File: config.mk
export PLATFORM = sky130hd
export DESIGN_NAME = sorted_held_note_table
export DESIGN_NICKNAME = d
export VERILOG_FILES = /design/src/shnt_pkg.sv /design/src/sorted_held_note_table.sv /design/src/shnt_cell.sv
export SDC_FILE = /design/constraint.sdc
export NUM_CORES = 1
export LEC_CHECK = 0
export ABC_AREA = 1
export ABC_CLOCK_PERIOD_IN_PS = 3000
export BUFFER_PORTS_ARGS = -buffer_cell sky130_fd_sc_hd__clkbuf_2
export CAP_MARGIN = 0
export CORE_ASPECT_RATIO = 0.8
export CORE_MARGIN = 3
export CORE_UTILIZATION = 60
export DETAILED_ROUTE_END_ITERATION = 6
export GPL_ROUTABILITY_DRIVEN = 1
export PLACE_DENSITY = 0.81
export SETUP_SLACK_MARGIN = 0.4
export SYNTH_ARGS = -nofsm -noshare
export SYNTH_HDL_FRONTEND = slang
export SYNTH_SLANG_ARGS = --single-unit
export TNS_END_PERCENT = 50
File: constraint.sdc
create_clock -name clk -period 3 [get_ports clk]
set_input_delay 0.6 -clock clk [delete_from_list [all_inputs] [get_ports clk]]
set_output_delay 0.6 -clock clk [all_outputs]
set_load 0.02 [all_outputs]
File: src/shnt_pkg.sv
// shared types and constants for the sorted held-note table
// no dependencies; used by shnt_cell and sorted_held_note_table
package shnt_pkg;

	localparam int MAX_NOTES_DEF = 8;

	typedef enum logic [2:0] {
		CMD_INSERT     = 3'd0,
		CMD_DELETE     = 3'd1,
		CMD_PLAY_ALL   = 3'd2,
		CMD_STOP_ALL   = 3'd3,
		CMD_PLAY_INDEX = 3'd4
	} cmd_code_t;

	typedef enum logic [1:0] {
		KIND_NONE = 2'd0,
		KIND_OFF  = 2'd1,
		KIND_ON   = 2'd2
	} kind_t;

	// word address of the channel register
	localparam logic REG_CHANNEL = 1'b0;

	typedef struct packed {
		logic [2:0] command;
		logic [6:0] note_number;
		logic [6:0] velocity;
		logic [7:0] index;
	} in_item_t;

	typedef struct packed {
		logic [1:0] event_kind;
		logic [3:0] event_channel;
		logic [6:0] event_note;
		logic [6:0] event_velocity;
		logic       last;
	} out_item_t;

	typedef struct packed {
		logic       valid;
		logic       snd;
		logic [6:0] note;
		logic [6:0] vel;
	} entry_t;

	typedef enum logic [1:0] {
		OP_HOLD   = 2'd0,
		OP_INSERT = 2'd1,
		OP_DELETE = 2'd2,
		OP_ROTATE = 2'd3
	} chain_op_t;

	typedef struct packed {
		chain_op_t  op;
		logic [6:0] key_note;
		logic [6:0] key_vel;
	} chain_ctl_t;

endpackage

File: src/sorted_held_note_table.sv
// Sorted table of held notes, kept in a row of cells ordered by note number.
// Depends on shnt_pkg and shnt_cell.
//
// Usage: commands arrive on cmd (cmd_valid/cmd_ready), events leave on evt
// (evt_valid/evt_ready). Every item produces one or more events; the final
// one has last set, and an item with nothing to report gives one event of
// kind none. The MIDI channel is written over the APB port at address 0.
// One item is handled at a time: cmd_ready is high only while the
// controller is idle.
// Insert and delete: the item is taken while idle; the execute state then
// updates the cells and loads the event register once that register is free.
// Play all, stop all and play index walk the whole row by rotating it one
// cell per cycle, unless an event waits on a stalled receiver or an entry
// is re-triggered: play all or play index sends a note-off first for a
// sounding entry. A walk that produced nothing ends with a kind-none event.
// A stalled receiver holds the event register and any walk step that emits.
// Reset empties the table, silences all entries and sets the channel to 0.
module sorted_held_note_table #(
	parameter int MAX_NOTES = shnt_pkg::MAX_NOTES_DEF
) (
	input  logic                clk,
	input  logic                arst_n,
	input  logic                cmd_valid,
	output logic                cmd_ready,
	input  shnt_pkg::in_item_t  cmd,
	output logic                evt_valid,
	input  logic                evt_ready,
	output shnt_pkg::out_item_t evt,
	input  logic                psel,
	input  logic                penable,
	input  logic                pwrite,
	input  logic [2:0]          paddr,
	input  logic [31:0]         pwdata,
	output logic [31:0]         prdata,
	output logic                pready
);
	import shnt_pkg::*;

	localparam int N  = MAX_NOTES;
	localparam int SW = (N > 1) ? $clog2(N) : 1;

	typedef enum logic [3:0] {
		S_IDLE = 4'b0001,
		S_EXEC = 4'b0010,
		S_WALK = 4'b0100,
		S_NONE = 4'b1000
	} state_t;

	state_t     state_q;
	state_t     state_d;
	in_item_t   item_q;
	logic [SW-1:0] step_q;
	logic [SW-1:0] step_d;
	logic       phase_q;
	logic       phase_d;
	logic       emitted_q;
	logic       out_valid_q;
	out_item_t  out_q;
	logic [3:0] channel_q;

	entry_t     cell_q [N];
	logic       less_w [N];
	logic [N-1:0] valid_vec;
	logic [N-1:0] snd_vec;
	chain_ctl_t chain_ctl;
	entry_t     head_mod;
	entry_t     tail_right;

	logic       can_emit;
	logic       present;
	logic       hit_snd;
	logic       full;
	logic       next_valid;
	logic       at_end;
	logic       is_last_entry;
	logic       act_play;
	logic       do_emit;
	logic       do_rot;
	logic       snd_new;
	kind_t      ev_kind;
	logic [6:0] ev_note;
	logic [6:0] ev_vel;
	logic       ev_last;

	// configuration port
	assign pready = 1'b1;
	assign prdata = (paddr[2] == REG_CHANNEL) ? {28'd0, channel_q} : 32'd0;

	always_ff @(posedge clk or negedge arst_n) begin
		if (!arst_n) begin
			channel_q <= 4'd0;
		end else if (psel && penable && pwrite && pready && paddr[2] == REG_CHANNEL) begin
			channel_q <= pwdata[3:0];
		end
	end

	// cell row
	genvar gi;
	generate
		for (gi = 0; gi < N; gi++) begin : g_cell
			entry_t left_e;
			logic   left_l;
			entry_t right_e;
			if (gi == 0) begin : g_first
				assign left_e = '0;
				assign left_l = 1'b1;
			end else begin : g_mid
				assign left_e = cell_q[gi-1];
				assign left_l = less_w[gi-1];
			end
			if (gi == N - 1) begin : g_tail
				assign right_e = tail_right;
			end else begin : g_body
				assign right_e = cell_q[gi+1];
			end
			shnt_cell u_cell (
				.clk       (clk),
				.arst_n    (arst_n),
				.ctl       (chain_ctl),
				.left      (left_e),
				.left_less (left_l),
				.right     (right_e),
				.tail      ((gi == N - 1) ? 1'b1 : 1'b0),
				.q         (cell_q[gi]),
				.less      (less_w[gi])
			);
			assign valid_vec[gi] = cell_q[gi].valid;
			assign snd_vec[gi]   = cell_q[gi].snd;
		end
		if (N > 1) begin : g_next
			assign next_valid = cell_q[1].valid;
		end else begin : g_no_next
			assign next_valid = 1'b0;
		end
	endgenerate

	// lookups over all cells
	always_comb begin
		present = 1'b0;
		hit_snd = 1'b0;
		for (int i = 0; i < N; i++) begin
			if (cell_q[i].valid && cell_q[i].note == item_q.note_number) begin
				present = 1'b1;
				hit_snd = cell_q[i].snd;
			end
		end
	end

	assign full          = cell_q[N-1].valid;
	assign can_emit      = !out_valid_q || evt_ready;
	assign at_end        = (step_q == SW'(N - 1));
	assign is_last_entry = at_end || !next_valid;
	assign act_play      = (item_q.command == CMD_PLAY_ALL) ||
	                       (item_q.command == CMD_PLAY_INDEX && 8'(step_q) == item_q.index);

	assign head_mod   = '{valid: cell_q[0].valid, snd: snd_new,
	                      note: cell_q[0].note, vel: cell_q[0].vel};
	assign tail_right = (chain_ctl.op == OP_ROTATE) ? head_mod : entry_t'('0);

	// controller
	always_comb begin
		state_d            = state_q;
		step_d             = step_q;
		phase_d            = phase_q;
		do_emit            = 1'b0;
		do_rot             = 1'b0;
		snd_new            = cell_q[0].snd;
		ev_kind            = KIND_NONE;
		ev_note            = 7'd0;
		ev_vel             = 7'd0;
		ev_last            = 1'b1;
		chain_ctl.op       = OP_HOLD;
		chain_ctl.key_note = item_q.note_number;
		chain_ctl.key_vel  = item_q.velocity;
		unique case (state_q)
			S_IDLE: begin
				if (cmd_valid) begin
					state_d = S_EXEC;
				end
			end
			S_EXEC: begin
				case (item_q.command)
					CMD_PLAY_ALL, CMD_STOP_ALL, CMD_PLAY_INDEX: begin
						state_d = S_WALK;
						step_d  = '0;
						phase_d = 1'b0;
					end
					CMD_INSERT: begin
						if (can_emit) begin
							do_emit = 1'b1;
							state_d = S_IDLE;
							if (!present) begin
								chain_ctl.op = OP_INSERT;
								// full table: highest entry falls off the end
								if (full && cell_q[N-1].snd) begin
									ev_kind = KIND_OFF;
									ev_note = cell_q[N-1].note;
								end
							end
						end
					end
					CMD_DELETE: begin
						if (can_emit) begin
							do_emit = 1'b1;
							state_d = S_IDLE;
							if (present) begin
								chain_ctl.op = OP_DELETE;
								if (hit_snd) begin
									ev_kind = KIND_OFF;
									ev_note = item_q.note_number;
								end
							end
						end
					end
					default: begin
						if (can_emit) begin
							do_emit = 1'b1;
							state_d = S_IDLE;
						end
					end
				endcase
			end
			S_WALK: begin
				// the entry under inspection is always in cell 0
				if (!cell_q[0].valid) begin
					do_rot = 1'b1;
				end else if (item_q.command == CMD_STOP_ALL) begin
					if (can_emit) begin
						do_emit = 1'b1;
						ev_kind = KIND_OFF;
						ev_note = cell_q[0].note;
						ev_last = is_last_entry;
						snd_new = 1'b0;
						do_rot  = 1'b1;
					end
				end else if (act_play) begin
					if (can_emit) begin
						do_emit = 1'b1;
						ev_note = cell_q[0].note;
						if (cell_q[0].snd && !phase_q) begin
							// retrigger: note-off first, stay on this entry
							ev_kind = KIND_OFF;
							ev_last = 1'b0;
							phase_d = 1'b1;
						end else begin
							ev_kind = KIND_ON;
							ev_vel  = cell_q[0].vel;
							ev_last = (item_q.command == CMD_PLAY_INDEX) || is_last_entry;
							snd_new = 1'b1;
							phase_d = 1'b0;
							do_rot  = 1'b1;
						end
					end
				end else begin
					do_rot = 1'b1;
				end
				if (do_rot) begin
					chain_ctl.op = OP_ROTATE;
					if (at_end) begin
						step_d  = '0;
						state_d = (emitted_q || do_emit) ? S_IDLE : S_NONE;
					end else begin
						step_d = step_q + SW'(1);
					end
				end
			end
			S_NONE: begin
				if (can_emit) begin
					do_emit = 1'b1;
					state_d = S_IDLE;
				end
			end
			default: begin
				state_d = S_IDLE;
			end
		endcase
	end

	always_ff @(posedge clk or negedge arst_n) begin
		if (!arst_n) begin
			state_q     <= S_IDLE;
			step_q      <= '0;
			phase_q     <= 1'b0;
			emitted_q   <= 1'b0;
			out_valid_q <= 1'b0;
		end else begin
			state_q <= state_d;
			step_q  <= step_d;
			phase_q <= phase_d;
			if (state_q == S_EXEC) begin
				emitted_q <= 1'b0;
			end else if (do_emit) begin
				emitted_q <= 1'b1;
			end
			if (do_emit) begin
				out_valid_q <= 1'b1;
			end else if (evt_ready) begin
				out_valid_q <= 1'b0;
			end
		end
	end

	always_ff @(posedge clk) begin
		if (cmd_valid && cmd_ready) begin
			item_q <= cmd;
		end
		if (do_emit) begin
			out_q.event_kind     <= ev_kind;
			out_q.event_channel  <= (ev_kind == KIND_NONE) ? 4'd0 : channel_q;
			out_q.event_note     <= ev_note;
			out_q.event_velocity <= ev_vel;
			out_q.last           <= ev_last;
		end
	end

	assign cmd_ready = (state_q == S_IDLE);
	assign evt_valid = out_valid_q;
	assign evt       = out_q;

	// outside a walk, occupied cells form one run starting at cell 0
	assert property (@(posedge clk) disable iff (!arst_n)
		(state_q != S_WALK) |->
		$onehot({1'b0, valid_vec} + {{N{1'b0}}, 1'b1}))
		else $error("table entries not contiguous");

	// an empty cell never sounds
	assert property (@(posedge clk) disable iff (!arst_n)
		(snd_vec & ~valid_vec) == '0)
		else $error("empty cell marked sounding");

	// an insert into a table with room adds exactly one entry
	assert property (@(posedge clk) disable iff (!arst_n)
		(chain_ctl.op == OP_INSERT && !full) |=>
		$countones(valid_vec) == $past($countones(valid_vec)) + 1)
		else $error("insert did not grow table by one");

	// a delete removes exactly one entry
	assert property (@(posedge clk) disable iff (!arst_n)
		(chain_ctl.op == OP_DELETE) |=>
		$countones(valid_vec) + 1 == $past($countones(valid_vec)))
		else $error("delete did not shrink table by one");

	// the retrigger phase only exists mid-walk on a sounding head entry
	assert property (@(posedge clk) disable iff (!arst_n)
		phase_q |-> (state_q == S_WALK && cell_q[0].snd))
		else $error("retrigger phase outside walk");

endmodule

File: src/shnt_cell.sv
// one table cell: holds a single entry and trades it with its neighbors
// depends on shnt_pkg
module shnt_cell (
	input  logic                clk,
	input  logic                arst_n,
	input  shnt_pkg::chain_ctl_t ctl,
	input  shnt_pkg::entry_t    left,
	input  logic                left_less,
	input  shnt_pkg::entry_t    right,
	input  logic                tail,
	output shnt_pkg::entry_t    q,
	output logic                less
);
	import shnt_pkg::*;

	entry_t entry_q;
	entry_t entry_d;
	logic   own_less;
	logic   keep_ins;

	assign own_less = entry_q.valid && (entry_q.note < ctl.key_note);
	assign less     = own_less;
	// the tail entry of a full table is dropped on insert
	assign keep_ins = own_less && !tail;
	assign q        = entry_q;

	always_comb begin
		entry_d = entry_q;
		case (ctl.op)
			OP_INSERT: begin
				if (keep_ins) begin
					entry_d = entry_q;
				end else if (left_less) begin
					entry_d = '{valid: 1'b1, snd: 1'b0, note: ctl.key_note, vel: ctl.key_vel};
				end else begin
					entry_d = left;
				end
			end
			OP_DELETE: begin
				if (!entry_q.valid || entry_q.note >= ctl.key_note) begin
					entry_d = right;
				end
			end
			OP_ROTATE: begin
				entry_d = right;
			end
			default: begin
				entry_d = entry_q;
			end
		endcase
	end

	always_ff @(posedge clk or negedge arst_n) begin
		if (!arst_n) begin
			entry_q <= '0;
		end else begin
			entry_q <= entry_d;
		end
	end

endmodule
== Yosys cells after proc, flatten, opt, wreduce, memory -nomap -nowiden ==
Index checks and enable logic that the tools add are counted.

* Muxes and demuxes: 128
* Reductions and logical operators: 65
* Equal/unequal tests: 44
* Bitwise operators: 5
* $lt $le $gt $ge: 15
* Add/subtract/negate cells: 1

{| class="wikitable"
|+ Operators by type and width
! cell !! count
|-
| case mux 16 bit (3 select lines) || 8
|-
| two-way mux 16 bit || 23
|-
| two-way mux 7 bit || 10
|-
| two-way mux 1 bit || 59
|-
| == test 7 bit || 8
|-
| >= comparator 7 bit || 8
|-
| < comparator 7 bit || 7
|-
| two-way mux 4 bit || 7
|-
| case mux 7 bit (2 select lines) || 2
|-
| AND reduction 3 bit || 9
|-
| != test 2 bit (second input constant) || 13
|-
| logical AND 1 bit || 22
|-
| != test 2 x 1 -> 1 bit (second input constant) || 10
|-
| two-way mux 2 bit || 8
|-
| case mux 4 bit (4 select lines) || 1
|-
| logical OR 1 bit || 13
|-
| case mux 2 bit (2 select lines) || 3
|-
| zero test 1 bit || 10
|-
| two-way mux 3 bit || 3
|-
| == test 3 x 8 -> 1 bit || 1
|-
| == test 3 x 2 -> 1 bit (second input constant) || 2
|-
| == test 3 bit (second input constant) || 2
|-
| case mux 3 bit (2 select lines) || 1
|-
| AND reduction 6 bit || 1
|-
| 18 further kinds || 27
|}

* Word-level logic and storage cells: 305
* Register bits: 188
* Output and inout port bits: 56
* Input port bits: 67

== Longest topological paths before layout ==
* Depth in word-level cells: 18
* Mapped depth: 20
* Gate-level depth less buffers: 20

== Hierarchy ==
Synthesis repeated with hierarchy kept, for this count alone.

* Cells, all modules: 2007
* Area, all modules: 14076.0 um^2

{| class="wikitable"
|+ By module, submodules not included
! module !! area each (um^2) !! instances !! cells an instance
|-
| shnt_cell || 1260.0 || 8 || 185
|-
| sorted_held_note_table || 3996.3 || 1 || 527
|}

== Worst setup path after synthesis ==
Ideal clock, no wire load.

* Path kind: register -> register
* From: register state_q[0]
* To: register item_q (netlist bit chain_ctl[0]), enable pin
* Cell stages (with the launch flop): 5
* Period minus slack after synthesis: 2873 ps
* Path buffers: 0
* Setup slack: 127 ps
* Arrival time: 2466 ps
* Cells stage by stage: dfstp_2 -> inv_1 -> nor3_1 -> inv_1 -> nor2_1

* Cells in the longest elaborated chain, start to end: 2

{| class="wikitable"
|+ RTL lines
! what !! RTL line !! source
|-
| from (decl) || sorted_held_note_table.sv:49 || <nowiki>state_t state_q;</nowiki>
|-
| from (signal assigned) || sorted_held_note_table.sv:287 || <nowiki>state_q <= state_d;</nowiki>
|-
| == test 4 x 1 -> 1 bit || sorted_held_note_table.sv:316 || <nowiki>assign cmd_ready = (state_q == S_IDLE);</nowiki>
|-
| named net cmd_ready || sorted_held_note_table.sv:24 || <nowiki>output logic cmd_ready,</nowiki>
|-
| logical AND 1 bit || sorted_held_note_table.sv:304 || <nowiki>if (cmd_valid && cmd_ready) begin</nowiki>
|-
| to (signal assigned) || sorted_held_note_table.sv:305 || <nowiki>item_q <= cmd;</nowiki>
|-
| to (decl) || sorted_held_note_table.sv:51 || <nowiki>in_item_t item_q;</nowiki>
|}

The timed path passes the listed nets, and every way through them passes these cells.
A chain may end at the register's enable or synchronous reset.

== Final worst setup path ==
* From: register item_q (netlist bit chain_ctl[12])
* To: register out_q (netlist bit evt[16]) (data pin)

* Cells in the longest elaborated chain, start to end: 16

{| class="wikitable"
|+ RTL lines
! what !! RTL line !! source
|-
| == test 7 bit || sorted_held_note_table.sv:142 || <nowiki>if (cell_q[i].valid && cell_q[i].note == item_q.note_number) begin</nowiki>
|-
| logical AND 1 bit || sorted_held_note_table.sv:142 ||
|-
| two-way mux 1 bit (8 in series) || sorted_held_note_table.sv:142 ||
|-
| two-way mux 1 bit || sorted_held_note_table.sv:208 || <nowiki>if (hit_snd) begin</nowiki>
|-
| two-way mux 1 bit || sorted_held_note_table.sv:206 || <nowiki>if (present) begin</nowiki>
|-
| two-way mux 1 bit || sorted_held_note_table.sv:203 || <nowiki>if (can_emit) begin</nowiki>
|-
| case mux 1 bit (2 select lines) * || sorted_held_note_table.sv:182 || <nowiki>case (item_q.command)</nowiki>
|-
| case mux 2 bit (2 select lines) * || sorted_held_note_table.sv:175 || <nowiki>unique case (state_q)</nowiki>
|-
| zero test 2 bit * || sorted_held_note_table.sv:309 || <nowiki>out_q.event_channel <= (ev_kind == KIND_NONE) ? 4'd0 : channel_q;</nowiki>
|-
| to (decl) || sorted_held_note_table.sv:58 || <nowiki>out_item_t out_q;</nowiki>
|}

Mark *: on every way between the ends. The rest lies on a longest branch, timed or not.

==> summary.md <==
| Metric | Value |
|---|---|
| Clock buffer depth | 2 |
| TritonCTS Buffers | 17 |
| Layout cells sized above 1 | 20.3% |
| Routed vias | between 10000 and 15000 |
| Chip width | about 160 um |
| VDD IR max | 0.515 mV |
| Final Hold Violating Endpoints | 0 |
| TNS Setup | -12.22 ns |
| Total power | 0.0137 W |
| First-pass GRT wire length | 57300 um |
| YS warnings | 0 |
| Unrepaired setup endpoints after global routing | true |
| Setup violators final | ~130 |
| H-Tree Depth | 4 |
| Clock power frac | 17.4% |
| Mapped Cells | 1570 |
| Status | finished with violations |
| Fin cells | between 1500 and 2000 |
| Critical-path maximum fanout | 4 |
| Total GRT Usage | 33.7% |
| Mux contribution to synthesized area | 0% |
| Fillers | 1206 |
| Post-synthesis adder-cell area fraction | under 10% |
| Starting density of the core | 61.5% |
| Mapped Area | roughly 12000 um2 |
| Post-route core utilization | 75.4% |
| Main combinational cell family by area after synthesis | simple AND/OR/NAND/NOR gates |
| Post-Synth XOR/XNOR Area | 0% |
| Dpl hpwl | 23300 um |
| Fin. max-slew vios | 0 |
| Initial antenna violation count | 0 |
| Power density cells | 950 nW/um2 |
| Data required, critical path | 3.22 ns |
| Reg-to-Reg Start | chain_ctl[12] |
| Max transition margin | 58.8% |
| Dominant synthesized flop cell | dfrtp_1 |
| Clock skew | 0.0145 ns |
| Final Critical Period | 3.23 ns |
| CTS tree | built |
| Hold Buf Count CTS | 0 |
| Simple-Gate Fraction of Synth Area | 26.3% |
| Post-synth EDFFs | 46 |
| IO Port Bufs | 63 |
| Worst Tran Pin Value | just over 0.6 ns |
| Complex-gate fraction of the synthesized area | between 15 and 20% |
| Pleak | between 6 and 7 nW |
| Setup Crit Path Kind | register to register |
| Flop pwr share | 33.1% |
| First-pass DRT Iterations | 7 |
| Vias per Instance | 6.25 |
| Worst hold path class | input pin to async pin |
| Min Hold Slack | 0.100 ns |
| Final net count | 1827 |
| Post-synthesis sequential area ratio | between 40% and 50% |
| Critical Path Sink Type | register |
| Initial DRC Count | between 1500 and 2000 |
| Sequential Area | 4940 um2 |
| Core footprint | between 15000 and 20000 um2 |
| Final Cycle Share | 108% |
| I/O pin total | between 100 and 150 |
| CP arrival | 3.44 ns |
| Syn_area_per_cell | 7.48 um2 |
| Placed cells | 1878 |
| Clock transition at the registers of the reported paths | approximately 0.080 ns |
| DRT antenna net count | 0 |
| CTS Root Cell | clkbuf_16 |
| Violated checks | negative setup slack |
| Internal power | 0.00724 W |
| Psw | 0.00643 W |
| Fmax | 310 MHz |
| DRT Wirelength | 38900 um |
| Area of the multi-input gates | around 6300 um2 |
| WL per Instance | around 20 um |
| Largest net degree at the start of global routing | 51 |
| DRC | 0 |
| Worst setup SP type | register |
| Combinational power share | 49.5% |
| Post-synthesis async set-or-reset flop share | 75.5% |
| Total gr overflow | 0 |
| Distinct cells, synth | 48 |
| Std-Cell Rows | 45 |
| Synth Register Bits | 188 |
| Die Area | 21300 um2 |
| TritonCTS Sinks | approximately 190 |
| Synthesis-to-layout area growth | 22.6% |
| Die H | roughly 130 um |
| Final GP Congestion | 0.935 |
| MaxCap Viol Count | 0 |
| Post-route setup slack | -0.229 ns |
| Ant. Diodes | 0 |
| Vias in the first global route | 11100 |
| Sw Ratio | 47.0% |
| CP startpoint | chain_ctl[12] |
| Clk_lat worst skew | about 0.46 ns |
[registers in the layout (all words and copies together), names as in the netlist]
signal	count
g_cell.u_cell.q	128
evt_valid	1
channel_q	4
step_q	3
emitted_q	1
phase_q	1
evt	21
chain_ctl	14
state_q	4
item_q	11
[final timing paths]
path	endpoint	cells past startpoint	slack, ns
hold reg to reg	g_cell[1].u_cell.q[2]	2	0.49
hold / removal	g_cell[3].u_cell.q[13]	1	0.10
setup reg to reg	evt[16]	22	-0.23
min in group clk	item_q[4]	1	0.31
max in group asynchronous	g_cell[3].u_cell.q[14]	2	2.02
setup / recovery	evt[16]	22	-0.23
[cell usage after synthesis (2+ instances only)]
cell type | instances | share of area [%]
a21boi_0 | 6 | 0.38
a21oi_1 | 48 | 2.0
a31oi_1 | 3 | 0.16
buf_2 | 29 | 1.2
buf_4 | 42 | 2.7
buf_6 | 4 | 0.38
clkbuf_1 | 24 | 0.77
conb_1 | 2 | 0.064
dfrtp_1 | 141 | 30
edfxtp_1 | 46 | 12
ha_1 | 58 | 6.2
inv_1 | 120 | 3.8
inv_2 | 8 | 0.26
nand2_1 | 582 | 19
nand2_2 | 6 | 0.32
nand2_4 | 5 | 0.48
nand3_1 | 53 | 2.3
nand3_2 | 4 | 0.34
nand3_4 | 2 | 0.30
nand3b_1 | 2 | 0.13
nand4_1 | 9 | 0.48
nor2_1 | 62 | 2.0
nor2_2 | 2 | 0.11
nor2_4 | 2 | 0.19
nor3_1 | 5 | 0.21
nor3_2 | 2 | 0.17
nor3_4 | 2 | 0.28
o2111ai_1 | 10 | 0.75
o211ai_1 | 6 | 0.38
o21a_1 | 14 | 0.90
o21ai_0 | 128 | 5.5
o21ai_1 | 123 | 5.2
o221ai_1 | 3 | 0.22
o22ai_1 | 2 | 0.11
or2_2 | 2 | 0.11
[worst max-delay path: stages, from the launching register on]
cell,delay (ns)
edfxtp_1,0.48
buf_6,0.15
clkinvlp_4,0.17
ha_4,0.32
nand2_4,0.05
nor2_4,0.11
nand3b_1,0.20
buf_4,0.20
buf_6,0.11
nor2_4,0.07
nor2_1,0.06
nand2_1,0.09
nand2_1,0.07
nand2_1,0.10
nand2_1,0.09
nand2_2,0.10
nand2_2,0.08
nand2_4,0.13
nand2_2,0.06
nand2_2,0.09
nand3_4,0.11
nand2_1,0.09
inv_1,0.05
[per-layer routing]
layer  part of all wire, %  vias up  global-route usage, %
li1                      -     5396                      -
met1                    37     5680                   47.4
met2                    45     1019                   51.6
met3                    12      241                   5.86
met4                   5.7        0                   14.1
met5                     0        -                      0
[through the flow]
stage / area [um2] / setup WS [ns]
after detailed placement: 12500 / -0.112
final: 14400 / -0.229
after CTS: 13800 / 0.0880
after floorplan: 11800 / 0.479
after global routing: 14400 / -0.277
after global placement: 12500 / -0.0466
[power by group through the flow]
stage          logic [W]  clock network (W)  registers (W)
2_1_floorplan    0.00407                  0        0.00425
3_3_place_gp     0.00532                  0        0.00443
3_5_place_dp     0.00557                  0        0.00445
4_1_cts          0.00603            0.00236        0.00444
5_1_grt          0.00744            0.00248        0.00462
6_report         0.00677            0.00237        0.00453
[final cells by class]
class / count / area share [%]
inverter: 129 / 3.64
multi-input combinational: 1181 / 43.9
timing repair inverter: 3 / 0.157
clock inverter: 15 / 1.32
timing repair buffer: 182 / 11.5
sequential: 188 / 34.3
clock buffer: 17 / 2.96
tap: 258 / 2.24
[cell families after synthesis]
logic type | Yosys count
flip-flops | 188
other | 2
AO/OA/AOI/OAI | 350
buffers and inverters | 229
AND/OR/NAND/NOR | 743
adder cells (fa/ha/maj) | 58
[what timing repair did]
action	in CTS	in global routing
pin swaps	35	26
endpoints found under the setup margin	140	140
setup buffers	35	16
resized for setup	89	79
cloned	7	5
[layout by cell type (no fill, tap or decap), types with 11 or more instances in the layout]
master and count:
o21ai_0 125, clkbuf_16 21, conb_1 29, clkbuf_2 62, edfxtp_1 46, buf_12 17
nand2_2 27, dfrtp_1 141, ha_1 51, o21a_1 14, nand2_4 15, nand3_1 49
buf_4 72, o21ai_1 108, o21ai_2 17, nor2_4 11, buf_6 22, nor2_1 48
inv_1 111, a21oi_1 45, nand2_1 549
No activity file was read; power rests on OpenSTA's default activity.
